File: src/mfv_pkg.sv
package mfv_pkg;

  localparam int unsigned VALUE_W        = 7;
  localparam int unsigned DEF_VALUE_BINS = 128;
  localparam int unsigned DEF_MAX_ITEMS  = 65536;

  typedef struct packed {
    logic upd;
    logic clear;
  } ldr_ctrl_t;

endpackage

File: src/mfv_in_if.sv
interface mfv_in_if;
  import mfv_pkg::*;

  logic               valid;
  logic               ready;
  logic [VALUE_W-1:0] sample_value;
  logic               last_item;

  modport source (output valid, sample_value, last_item, input ready);
  modport sink   (input valid, sample_value, last_item, output ready);

endinterface

File: src/mfv_out_if.sv
interface mfv_out_if #(
  parameter int unsigned CNT_W = $clog2(mfv_pkg::DEF_MAX_ITEMS + 1)
);
  import mfv_pkg::*;

  logic               valid;
  logic               ready;
  logic [VALUE_W-1:0] mode_value;
  logic [CNT_W-1:0]   mode_count;

  modport source (output valid, mode_value, mode_count, input ready);
  modport sink   (input valid, mode_value, mode_count, output ready);

endinterface

File: src/mfv_ram.sv
module mfv_ram #(
  parameter int unsigned WIDTH = 8,
  parameter int unsigned DEPTH = 16,
  localparam int unsigned AW   = (DEPTH > 1) ? $clog2(DEPTH) : 1
) (
  input  logic             clk_i,
  input  logic             we_i,
  input  logic [AW-1:0]    waddr_i,
  input  logic [WIDTH-1:0] wdata_i,
  input  logic             re_i,
  input  logic [AW-1:0]    raddr_i,
  output logic [WIDTH-1:0] rdata_o
);

  logic [WIDTH-1:0] mem_q [DEPTH];
  logic [WIDTH-1:0] rdata_q;

  always_ff @(posedge clk_i) begin
    if (we_i) begin
      mem_q[waddr_i] <= wdata_i;
    end
    if (re_i) begin
      rdata_q <= mem_q[raddr_i];
    end
  end

  assign rdata_o = rdata_q;

endmodule

File: src/mfv_leader.sv
module mfv_leader #(
  parameter int unsigned CNT_W     = 17,
  parameter int unsigned POS_W     = 16,
  parameter int unsigned MAX_ITEMS = mfv_pkg::DEF_MAX_ITEMS
) (
  input  logic                       clk_i,
  input  logic                       rst_ni,
  input  mfv_pkg::ldr_ctrl_t         ctrl_i,
  input  logic [mfv_pkg::VALUE_W-1:0] value_i,
  input  logic [CNT_W-1:0]           count_i,
  input  logic [POS_W-1:0]           first_i,
  output logic [POS_W-1:0]           pos_o,
  output logic [mfv_pkg::VALUE_W-1:0] mode_value_o,
  output logic [CNT_W-1:0]           mode_count_o
);
  import mfv_pkg::*;

  localparam logic [POS_W-1:0] PosMax = POS_W'(MAX_ITEMS - 1);

  logic [VALUE_W-1:0] value_q, value_d;
  logic [CNT_W-1:0]   count_q, count_d;
  logic [POS_W-1:0]   first_q, first_d;
  logic [POS_W-1:0]   pos_q;

  always_comb begin
    value_d = value_q;
    count_d = count_q;
    first_d = first_q;
    if (value_i == value_q && count_q != '0) begin
      count_d = count_i;
    end else if (count_i > count_q || (count_i == count_q && first_i < first_q)) begin
      value_d = value_i;
      count_d = count_i;
      first_d = first_i;
    end
  end

  always_ff @(posedge clk_i or negedge rst_ni) begin
    if (!rst_ni) begin
      value_q <= '0;
      count_q <= '0;
      first_q <= '0;
      pos_q   <= '0;
    end else if (ctrl_i.upd) begin
      if (ctrl_i.clear) begin
        value_q <= '0;
        count_q <= '0;
        first_q <= '0;
        pos_q   <= '0;
      end else begin
        value_q <= value_d;
        count_q <= count_d;
        first_q <= first_d;
        if (pos_q < PosMax) begin
          pos_q <= pos_q + 1'b1;
        end
      end
    end
  end

  assign pos_o        = pos_q;
  assign mode_value_o = value_d;
  assign mode_count_o = count_d;

endmodule

File: src/most_frequent_value_finder.sv
// channel    | port      | dir | beat payload
// -----------+-----------+-----+------------------------------
// sample     | sample_i  | in  | sample_value[6:0], last_item
// mode       | mode_o    | out | mode_value[6:0], mode_count[CNT_W-1:0]
//
// One sample per cycle unless stalled: bin read in the accept cycle, update and write back in s1.
// The back-to-back hit on the same bin is served from the last written entry.
// A result is registered as its last sample leaves s1; the output register frees the input side.
// A last sample waits in the update stage only while a result is held unread.
// Reset clears per-bin valid bits at once; no clearing pass, sample accepted right after reset.
module most_frequent_value_finder #(
  parameter int unsigned VALUE_BINS = mfv_pkg::DEF_VALUE_BINS,
  parameter int unsigned MAX_ITEMS  = mfv_pkg::DEF_MAX_ITEMS
) (
  input  logic      clk_i,
  input  logic      rst_ni,
  mfv_in_if.sink    sample_i,
  mfv_out_if.source mode_o
);
  import mfv_pkg::*;

  localparam int unsigned BIN_W     = (VALUE_BINS > 1) ? $clog2(VALUE_BINS) : 1;
  localparam int unsigned CNT_W     = $clog2(MAX_ITEMS + 1);
  localparam int unsigned POS_W     = (MAX_ITEMS > 2) ? $clog2(MAX_ITEMS) : 1;
  localparam int unsigned ENT_W     = POS_W + CNT_W;
  localparam int unsigned NUM_CODES = 2 ** VALUE_W;
  localparam logic [CNT_W-1:0] CntMax = CNT_W'(MAX_ITEMS);

  logic [BIN_W-1:0] bin_lut [NUM_CODES];

  for (genvar g = 0; g < NUM_CODES; g++) begin : g_bin_lut
    assign bin_lut[g] = BIN_W'(g % VALUE_BINS);
  end

  logic             accept;
  logic [BIN_W-1:0] in_bin;
  logic             s1_go;
  logic             s1_valid_q, s1_last_q, s1_hit_q, s1_vld_q;
  logic [BIN_W-1:0] s1_bin_q;
  logic [ENT_W-1:0] fwd_q;
  logic [ENT_W-1:0] ram_rdata;
  logic [ENT_W-1:0] rd_ent;
  logic [CNT_W-1:0] cur_cnt, new_cnt;
  logic [POS_W-1:0] cur_first, new_first;
  logic [ENT_W-1:0] wr_ent;
  logic [VALUE_BINS-1:0] bin_vld_q;
  logic             hit_d, vld_d;

  logic [POS_W-1:0]   pos;
  logic [VALUE_W-1:0] ldr_value;
  logic [CNT_W-1:0]   ldr_count;
  ldr_ctrl_t          ldr_ctrl;

  logic               out_valid_q;
  logic [VALUE_W-1:0] out_value_q;
  logic [CNT_W-1:0]   out_count_q;

  assign in_bin          = bin_lut[sample_i.sample_value];
  assign s1_go           = s1_valid_q && (!s1_last_q || !out_valid_q || mode_o.ready);
  assign sample_i.ready  = !s1_valid_q || s1_go;
  assign accept          = sample_i.valid && sample_i.ready;

  assign hit_d = s1_go && !s1_last_q && (s1_bin_q == in_bin);
  assign vld_d = bin_vld_q[in_bin] && !(s1_go && s1_last_q);

  mfv_ram #(
    .WIDTH (ENT_W),
    .DEPTH (VALUE_BINS)
  ) u_mfv_ram (
    .clk_i   (clk_i),
    .we_i    (s1_go),
    .waddr_i (s1_bin_q),
    .wdata_i (wr_ent),
    .re_i    (accept),
    .raddr_i (in_bin),
    .rdata_o (ram_rdata)
  );

  always_comb begin
    rd_ent    = s1_hit_q ? fwd_q : ram_rdata;
    cur_cnt   = (s1_hit_q || s1_vld_q) ? rd_ent[CNT_W-1:0] : '0;
    cur_first = rd_ent[ENT_W-1:CNT_W];
    new_first = (cur_cnt == '0) ? pos : cur_first;
    new_cnt   = (cur_cnt < CntMax) ? cur_cnt + 1'b1 : cur_cnt;
    wr_ent    = {new_first, new_cnt};
  end

  assign ldr_ctrl.upd   = s1_go;
  assign ldr_ctrl.clear = s1_last_q;

  mfv_leader #(
    .CNT_W     (CNT_W),
    .POS_W     (POS_W),
    .MAX_ITEMS (MAX_ITEMS)
  ) u_mfv_leader (
    .clk_i        (clk_i),
    .rst_ni       (rst_ni),
    .ctrl_i       (ldr_ctrl),
    .value_i      (VALUE_W'(s1_bin_q)),
    .count_i      (new_cnt),
    .first_i      (new_first),
    .pos_o        (pos),
    .mode_value_o (ldr_value),
    .mode_count_o (ldr_count)
  );

  always_ff @(posedge clk_i or negedge rst_ni) begin
    if (!rst_ni) begin
      s1_valid_q  <= 1'b0;
      s1_last_q   <= 1'b0;
      s1_hit_q    <= 1'b0;
      s1_vld_q    <= 1'b0;
      bin_vld_q   <= '0;
      out_valid_q <= 1'b0;
    end else begin
      if (accept) begin
        s1_valid_q <= 1'b1;
        s1_last_q  <= sample_i.last_item;
        s1_hit_q   <= hit_d;
        s1_vld_q   <= vld_d;
      end else if (s1_go) begin
        s1_valid_q <= 1'b0;
      end
      if (s1_go) begin
        if (s1_last_q) begin
          bin_vld_q <= '0;
        end else begin
          bin_vld_q[s1_bin_q] <= 1'b1;
        end
      end
      if (s1_go && s1_last_q) begin
        out_valid_q <= 1'b1;
      end else if (mode_o.ready) begin
        out_valid_q <= 1'b0;
      end
    end
  end

  always_ff @(posedge clk_i) begin
    if (accept) begin
      s1_bin_q <= in_bin;
    end
    if (s1_go) begin
      fwd_q <= wr_ent;
    end
    if (s1_go && s1_last_q) begin
      out_value_q <= ldr_value;
      out_count_q <= ldr_count;
    end
  end

  assign mode_o.valid      = out_valid_q;
  assign mode_o.mode_value = out_value_q;
  assign mode_o.mode_count = out_count_q;

endmodule

File: src/flat_wrapper.sv
// flat-port wrapper written by rule: the top's interface ports become plain ports
module most_frequent_value_finder_flat import mfv_pkg::*;
#(
  parameter int unsigned VALUE_BINS = mfv_pkg::DEF_VALUE_BINS,
  parameter int unsigned MAX_ITEMS  = mfv_pkg::DEF_MAX_ITEMS
)
  (clk_i, rst_ni, sample_i_valid, sample_i_sample_value, sample_i_last_item, sample_i_ready, mode_o_valid, mode_o_mode_value, mode_o_mode_count, mode_o_ready);
  mfv_in_if sample_i_i ();
  mfv_out_if mode_o_i ();
  input  logic clk_i;
  input  logic rst_ni;
  input wire logic [$bits(sample_i_i.valid)-1:0] sample_i_valid;
  input wire logic [$bits(sample_i_i.sample_value)-1:0] sample_i_sample_value;
  input wire logic [$bits(sample_i_i.last_item)-1:0] sample_i_last_item;
  output wire logic [$bits(sample_i_i.ready)-1:0] sample_i_ready;
  output wire logic [$bits(mode_o_i.valid)-1:0] mode_o_valid;
  output wire logic [$bits(mode_o_i.mode_value)-1:0] mode_o_mode_value;
  output wire logic [$bits(mode_o_i.mode_count)-1:0] mode_o_mode_count;
  input wire logic [$bits(mode_o_i.ready)-1:0] mode_o_ready;
  assign sample_i_i.valid = sample_i_valid;
  assign sample_i_i.sample_value = sample_i_sample_value;
  assign sample_i_i.last_item = sample_i_last_item;
  assign sample_i_ready = sample_i_i.ready;
  assign mode_o_valid = mode_o_i.valid;
  assign mode_o_mode_value = mode_o_i.mode_value;
  assign mode_o_mode_count = mode_o_i.mode_count;
  assign mode_o_i.ready = mode_o_ready;
  most_frequent_value_finder #(.VALUE_BINS(VALUE_BINS), .MAX_ITEMS(MAX_ITEMS)) u_core (.clk_i(clk_i), .rst_ni(rst_ni), .sample_i(sample_i_i), .mode_o(mode_o_i));
endmodule
File: config.mk
export PLATFORM = sky130hd
export DESIGN_NAME = most_frequent_value_finder_flat
export DESIGN_NICKNAME = d
export VERILOG_FILES = /design/src/mfv_pkg.sv /design/src/mfv_in_if.sv /design/src/mfv_out_if.sv /design/src/mfv_ram.sv /design/src/mfv_leader.sv /design/src/most_frequent_value_finder.sv /design/src/flat_wrapper.sv
export SDC_FILE = /design/constraint.sdc
export NUM_CORES = 2
export LEC_CHECK = 0
export BUFFER_PORTS_ARGS = -buffer_cell sky130_fd_sc_hd__buf_2
export CORE_MARGIN = 3
export CORE_UTILIZATION = 40
export DETAILED_ROUTE_END_ITERATION = 7
export MAX_ROUTING_LAYER = met4
export PLACE_DENSITY_LB_ADDON = 0.1
export SYNTH_ARGS = -nofsm -noshare
export SYNTH_HDL_FRONTEND = slang
export SYNTH_MEMORY_MAX_BITS = 65536
export SYNTH_SLANG_ARGS = --single-unit
File: constraint.sdc
create_clock -name clk_i -period 19.7 [get_ports clk_i]
set_input_delay 1.97 -clock clk_i [delete_from_list [all_inputs] [get_ports clk_i]]
set_output_delay 1.97 -clock clk_i [all_outputs]
set_load 0.01 [all_outputs]
# Yosys cells after proc, flatten, opt, wreduce, memory -nomap -nowiden
# Memory sizes are Yosys's and may differ from the RTL's. A register that Yosys moved wholly into a read port is not among the register bits.
# Index checks and enable logic that the tools add are counted.
# Widths: inputs -> output; s select.
totals:
  wordCells: 86
  latchBits: 0
  reg_bits: 253
  rom_bits: 896
  mem_bits_rw: 4224
  memories: 2
op_classes:
  n_mux: 28
  eq_ne: 4
  shift: 0
  n_lt_le_gt_ge: 8
  n_addsub: 2
  bitwise_logic: 2
  multipliers: 0
  reduce_logical: 26
  div_mod_pow: 0
mem_list:
  columns: ["memory", "words", "width", "rd", "rd_clocked_by_memory_dff", "wr", "line", "text"]
  rows:
  - ["u_core.u_mfv_ram.mem_q", 128, 33, 1, 1, 1, "mfv_ram.sv:15", "logic [WIDTH-1:0] mem_q [DEPTH];"]
  - ["(no name shown)", 128, 7, 1, 0, 0, "most_frequent_value_finder.sv:58", "assign in_bin = bin_lut[sample_i.sample_value];"]
op_table:
  columns: ["cell", "count"]
  rows:
  - ["$mux 128", 1]
  - ["$or 128x128->128", 1]
  - ["$mux 16", 6]
  - ["$mux 17", 5]
  - ["$mux 7", 5]
  - ["$mux 33", 1]
  - ["$add 17x1->17 const B", 1]
  - ["$eq 17x17->1", 1]
  - ["$gt 17x17->1", 1]
  - ["$logic_not 17->1", 1]
  - ["$lt 17x17->1 const B", 1]
  - ["$reduce_bool 17->1", 1]
  - ["$add 16x1->16 const B", 1]
  - ["$lt 16x16->1", 1]
  - ["$lt 16x16->1 const B", 1]
  - ["$lt 7x8->1 const B", 2]
  - ["$eq 7x7->1", 2]
  - ["$logic_and 1x1->1", 9]
  - ["$ge 8x8->1 const B", 1]
  - ["$mux 1", 8]
  - ["$not 7->8", 1]
  - ["$reduce_bool 2->1", 4]
  - ["$bmux 1 s7", 1]
  - ["$demux 1 s7", 1]
  - ["other kinds (6)", 13]

# Logic depth before layout (Yosys ltp)
logic_depth:
  ltp_word: 10
  depth_mapped: 19
  depth_no_buf: 16

# Hierarchy
# From an unflattened synthesis, not the netlist that was laid out.
unflattened:
  cells_unflattened: 7341
  hier_area_um2: 174318.4
modules_own_cells:
  columns: ["module", "seq_area_each_um2", "area_per_inst_um2", "cells_per_inst", "n_inst"]
  rows:
  - ["mfv_ram", 127832.6, 161461.1, 6171, 1]
  - ["most_frequent_value_finder", 5250.0, 9058.7, 810, 1]
  - ["mfv_leader", 1401.3, 3798.6, 360, 1]

# Worst setup path after synthesis
# Ideal clock, no wire load.
synth_path:
  path_type: "register -> register"
  startpoint: "register u_core.s1_hit_q"
  endpoint: "register u_core.out_count_q[10] (netlist: u_core.mode_o.mode_count[10]), data pin"
  stages_incl_launch_ff: 16
  t_required_ps: 19427
  path_slack_ps: 9896
  period_less_slack_ps: 9804
  t_arrival_ps: 9530
  path_cell_list: "dfrtp_1 -> buf_2 -> clkbuf_1 -> clkbuf_1 -> clkbuf_1 -> mux2i_1 -> o21ai_0 -> ha_1 -> o21ai_0 -> a21oi_1 -> a22o_1 -> or4_1 -> a31o_4 -> nand3_2 -> buf_4 -> mux2_1"
synth_via:
  elab_chain_len: 9
  word_cells_on_any_way: 15
  classes_between: "add/sub: 1; order compare: 3; eq/ne: 1; mux: 6; reduce/logical: 4"
synth_rtl:
  columns: ["element", "line", "text"]
  rows:
  - ["from (decl)", "most_frequent_value_finder.sv:38", "logic s1_valid_q, s1_last_q, s1_hit_q, s1_vld_q;"]
  - ["from (signal assigned)", "most_frequent_value_finder.sv:119", "s1_hit_q <= hit_d;"]
  - ["$mux 33 / $logic_or 1x1->1 (equally long branches)", "most_frequent_value_finder.sv:80, most_frequent_value_finder.sv:81", null]
  - ["$mux 17", "most_frequent_value_finder.sv:81", "cur_cnt = (s1_hit_q || s1_vld_q) ? rd_ent[CNT_W-1:0] : '0;"]
  - ["$logic_not 17->1", "most_frequent_value_finder.sv:83", "new_first = (cur_cnt == '0) ? pos : cur_first;"]
  - ["$mux 16 (*)", "most_frequent_value_finder.sv:83", null]
  - ["via u_core.new_first[12]", "most_frequent_value_finder.sv:44", "logic [POS_W-1:0] cur_first, new_first;"]
  - ["$lt 16x16->1 (*)", "mfv_leader.sv:31", "end else if (count_i > count_q || (count_i == count_q && first_i < first_q)) begin"]
  - ["$logic_and 1x1->1 (*)", "mfv_leader.sv:31", null]
  - ["$logic_or 1x1->1 (*)", "mfv_leader.sv:31", null]
  - ["$mux 17 (*)", "mfv_leader.sv:31", null]
  - ["$mux 17 (*)", "mfv_leader.sv:29", "if (value_i == value_q && count_q != '0) begin"]
  - ["via u_core.ldr_count[10]", "most_frequent_value_finder.sv:51", "logic [CNT_W-1:0] ldr_count;"]
  - ["to (signal assigned)", "most_frequent_value_finder.sv:148", "out_count_q <= ldr_count;"]
  - ["to (decl)", "most_frequent_value_finder.sv:56", "logic [CNT_W-1:0] out_count_q;"]
# The timed path passes the listed nets; every way through them passes the cells marked *.
# A chain may end at the register's enable or synchronous reset.

# Final worst setup path
layout_path:
  startpoint: "register u_core.s1_vld_q"
  endpoint: "register u_core.out_count_q[8] (netlist: u_core.mode_o.mode_count[8]), data pin"
layout_via:
  elab_chain_len: 9
  word_cells_on_any_way: 14
  classes_between: "add/sub: 1; order compare: 3; eq/ne: 1; mux: 5; reduce/logical: 4"
layout_rtl:
  columns: ["element", "line", "text"]
  rows:
  - ["from (decl)", "most_frequent_value_finder.sv:38", null]
  - ["from (signal assigned)", "most_frequent_value_finder.sv:120", "s1_vld_q <= vld_d;"]
  - ["$logic_or 1x1->1 (*)", "most_frequent_value_finder.sv:81", null]
  - ["$mux 17 (*)", "most_frequent_value_finder.sv:81", null]
  - ["$add 17x1->17 / $lt 17x17->1 (equally long branches)", "most_frequent_value_finder.sv:84", "new_cnt = (cur_cnt < CntMax) ? cur_cnt + 1'b1 : cur_cnt;"]
  - ["$mux 17 (*)", "most_frequent_value_finder.sv:84", null]
  - ["via u_core.new_cnt[15]", "most_frequent_value_finder.sv:43", "logic [CNT_W-1:0] cur_cnt, new_cnt;"]
  - ["parallel branches: the longest is 2 deep, another holds $gt 17x17->1", null, null]
  - ["$logic_or 1x1->1 (*)", "mfv_leader.sv:31", null]
  - ["$mux 17 (*)", "mfv_leader.sv:31", null]
  - ["$mux 17 (*)", "mfv_leader.sv:29", null]
  - ["via u_core.ldr_count[8]", "most_frequent_value_finder.sv:51", null]
# Mark *: on every way through the listed nets, which the timed path passes.

==> results by group <==
Flow run
  • Max-cap violations: 1

Timing
  • Final Hold Viols: 0
  • Setup TNS: 0 ps
  • Worst-Margin Slew: 1456 ps
  • Relative slew slack: 0.1662%
  • RSZ-0062 raised after global routing: no
  • F_max: 0.1397 GHz
  • Fin crit period: 7160 ps
  • Final worst slack: 12,540 ps
  • Final setup fails: 0
  • Worst Clk Skew: 59.83 ps
  • Slew Viols, Final: 0
  • Worst hold slack: 484.4 ps
  • Period utilization: 36.34%

Synthesis
  • Unique masters post-synth: 63
  • Synthesized area per cell: 23.98 um^2
  • Sequential share of the synthesized area: 77.46%
  • Number of synthesized flops with an enable pin: 4,321
  • Netlist Area Pre-Place: 173,600 um^2
  • Synth Warn #: 0
  • #FFs+latches synth: 4,510
  • Top FF cell, synth: edfxtp_1
  • Syn Nets: 7,288
  • Mapped Cells: 7,241
  • Ys async rst share: 4.191%

CTS
  • Root Buffer: clkbuf_16
  • Clock Sinks: 4,510
  • Worst skew pair latency: 1010 ps
  • CTS max path bufs: 4
  • CTS Buf Count: 465
  • Register clock-pin slew on the reported worst setup and hold paths: 60 ps
  • CTS tree: built
  • Cts hold-fix bufs: 0
  • H-tree depth: 5
  • Setup Fix Bufs, Post-CTS: 0
  • CTS resizes: 0

Critical path
  • Startpoint Class: register
  • Reg2reg setup slack: 12,540 ps
  • Crit path max fanout: 36
  • WP data arrival: 7890 ps
  • Worst r2r path cells: 14
  • Worst Setup EP: u_core.mode_o.mode_count[8]
  • Critical path origin: u_core.s1_vld_q
  • Req. time, crit path: 20,430 ps
  • Reg2reg start: u_core.s1_vld_q
  • Reg-to-reg critical path endpoint: u_core.mode_o.mode_count[8]
  • Slowest stage delay, CP: 990 ps
  • Critical-path top delay cell: xor2_4
  • Kind of end point of the critical path: register
  • Worst Setup Path Type: register to register
  • CP Cell Sequence: nor2b_1 -> a22o_1 -> nand3_1 -> a21oi_1 -> nand3_1 -> xor2_4 -> ha_1 -> nand2_1 -> o21ai_1 -> nor3_1 -> o211ai_1 -> a21oi_1 -> nand3_2 -> mux2_1

GRT
  • Largest net degree at the start of global routing: 121
  • Vias in the first global route: 83,578
  • GRT Overall Usage: 23.40%
  • Initial antenna violation count: 31
  • Gr ovfl total: 0
  • First-pass GRT wire length: 696,400 um

Die
  • Initial core utilization: 40.24%
  • Die width: 664.8 um
  • I/O pin count: 38
  • Core area: 431,500 um^2
  • Site Rows: 241
  • Die area: 442,000 um^2
  • Die H: 664.8 um

Finish
  • P&R area growth vs syn: 14.03%
  • Nets: 7,705
  • Layout fillers: 35,513
  • Design Area, Final: 198,000 um^2
  • Most frequent cells in the layout: 4,321 x edfxtp_1, 1,358 x mux4_2, 473 x clkbuf_16
  • Commonest non-fill, non-tap cell in the layout: edfxtp_1
  • Share of layout cells above drive strength 1: 31.60%
  • Final cell count without fillers: 13,771

Detailed routing
  • Initial DRC Count: 10,227
  • Routed vias: 81,623
  • Routed Antenna Nets: 0
  • Final wirelength: 505,300 um
  • Wirelength per Cell: 36.69 um
  • DR vias/cell: 5.927
  • Drt first pass iters: 6
  • Drt drc: 0

Place
  • Placed cell count: 12,901
  • Pre-CTS setup slack: 11,990 ps
  • Post-DP HPWL: 264,600 um
  • Placement-stage cell area: 183,300 um^2
  • I/O Buffers: 37
  • GPL Wtd Cong: 0.8516

Hold path
  • Hold Path Class: register to register

Power
  • Cell Pwr Density: 108.0 nW/um^2
  • Leak: 0.06261 uW
  • Max VDD drop: 77.93 uV

Status
  • Outcome: finished with violations
  • Failing checks: capacitance limit
==> Yosys cell counts, types with 2 or more instances <==
master	count	area (um^2)
edfxtp_1	4321	129800
mux4_2	1358	30580
clkbuf_1	197	739.5
dfrtp_1	189	4730
nor2_1	186	698.2
mux2i_1	152	1521
buf_2	138	690.7
o21a_1	116	870.8
nand2_1	69	259.0
a22o_1	60	525.5
inv_1	48	180.2
buf_1	39	146.4
o21ai_0	37	185.2
ha_1	35	437.9
a221oi_1	33	289.0
nand3_1	31	155.2
xnor2_1	23	201.4
a21oi_1	20	100.1
mux2_1	19	214.0
a32o_1	18	180.2
nand4_1	15	93.84
nor4_1	13	81.33
xor2_1	13	113.9
buf_4	12	90.09
mux2_2	8	90.09
nor2b_1	8	50.05
nor3_1	8	40.04
o21ai_1	8	40.04
a22oi_1	7	52.55
nand3b_1	7	52.55
or3_1	6	37.54
and3_1	5	31.28
a31oi_1	3	18.77
and2_1	3	18.77
nand4b_1	3	26.28
a31o_4	2	35.03
a41o_1	2	20.02
buf_6	2	22.52
nand2b_1	2	12.51
o211ai_1	2	15.01
==> stage by stage <==
step           total power [uW]  util (%)
6_report                  21370     45.88
5_1_grt                   22050     45.88
4_1_cts                   21580     45.87
3_5_place_dp              13070     42.47
3_3_place_gp              13020     42.44
2_1_floorplan             12300         -
==> report_power, final <==
group / switching (uW) / internal, uW / leakage, uW
combinational: 1290 / 504 / 0.0133
clock: 3660 / 4870 / 0.00717
sequential: 65.9 / 11000 / 0.0422
total: 5020 / 16400 / 0.0626
==> logic make-up after synthesis <==
group / after synthesis / share of synthesized area [%]
flops: 4510 / 77.46
compound gates: 323 / 1.433
xor+xnor: 36 / 0.1816
fa+ha+maj: 35 / 0.2522
simple gates: 362 / 0.9268
mux: 1537 / 18.67
buf+inv: 438 / 1.081
==> cell type report <==
class | count | area (um^2) | area share (%)
repair buffers | 338 | 2735 | 1.382
clock inverters | 251 | 2175 | 1.098
well taps | 5710 | 7144 | 3.609
flip-flops and latches | 4510 | 134500 | 67.93
multi-input cells | 2293 | 38720 | 19.56
clock buffers | 602 | 12490 | 6.309
diodes | 17 | 42.54 | 0.02149
inverters | 50 | 188.9 | 0.09543
==> worst min-delay path by stage <==
stage / startpoint / to / slack, ps / depth (start not counted)
2_1_floorplan: u_core.bin_vld_q[106] / u_core.bin_vld_q[106] / 460 / 1
3_5_place_dp: u_core.bin_vld_q[50] / u_core.bin_vld_q[50] / 470 / 1
3_3_place_gp: u_core.bin_vld_q[38] / u_core.bin_vld_q[38] / 470 / 1
4_1_cts: u_core.bin_vld_q[50] / u_core.bin_vld_q[50] / 490 / 1
5_1_grt: u_core.bin_vld_q[86] / u_core.bin_vld_q[86] / 500 / 1
6_report: u_core.bin_vld_q[86] / u_core.bin_vld_q[86] / 480 / 1
==> state kept, by name, summed over array words and instances (netlist names) <==
signal / cells
u_core.u_mfv_ram.mem_q: 4224
u_core.bin_vld_q: 128
u_core.fwd_q: 33
u_core.u_mfv_ram.rdata_o: 33
u_core.mode_o.mode_count: 17
u_core.u_mfv_leader.count_q: 17
u_core.u_mfv_leader.first_q: 16
u_core.u_mfv_leader.pos_o: 16
u_core.mode_o.mode_value: 7
u_core.s1_bin_q: 7
u_core.u_mfv_leader.value_q: 7
u_core.mode_o.valid: 1
u_core.s1_hit_q: 1
u_core.s1_last_q: 1
u_core.s1_valid_q: 1
u_core.s1_vld_q: 1
==> worst max-delay path: cells and delay by family (launching register included) <==
family | cells | cell delay, ps
xor+xnor | 1 | 990
compound gates | 5 | 1710
mux | 1 | 610
simple gates | 6 | 2290
flops | 1 | 830
fa+ha+maj | 1 | 410
==> per-layer routing <==
| layer | wire length [um] | vias up | track usage (%) |
|---|---|---|---|
| met2 | 246600 | 2899 | 37.11 |
| met1 | 215800 | 46036 | 32.58 |
| met5 | 0 | - | - |
| met4 | 11160 | 0 | 4.810 |
| li1 | - | 32081 | - |
| met3 | 31720 | 607 | 3.364 |
Note: power is estimated with default switching activity, not from simulation.
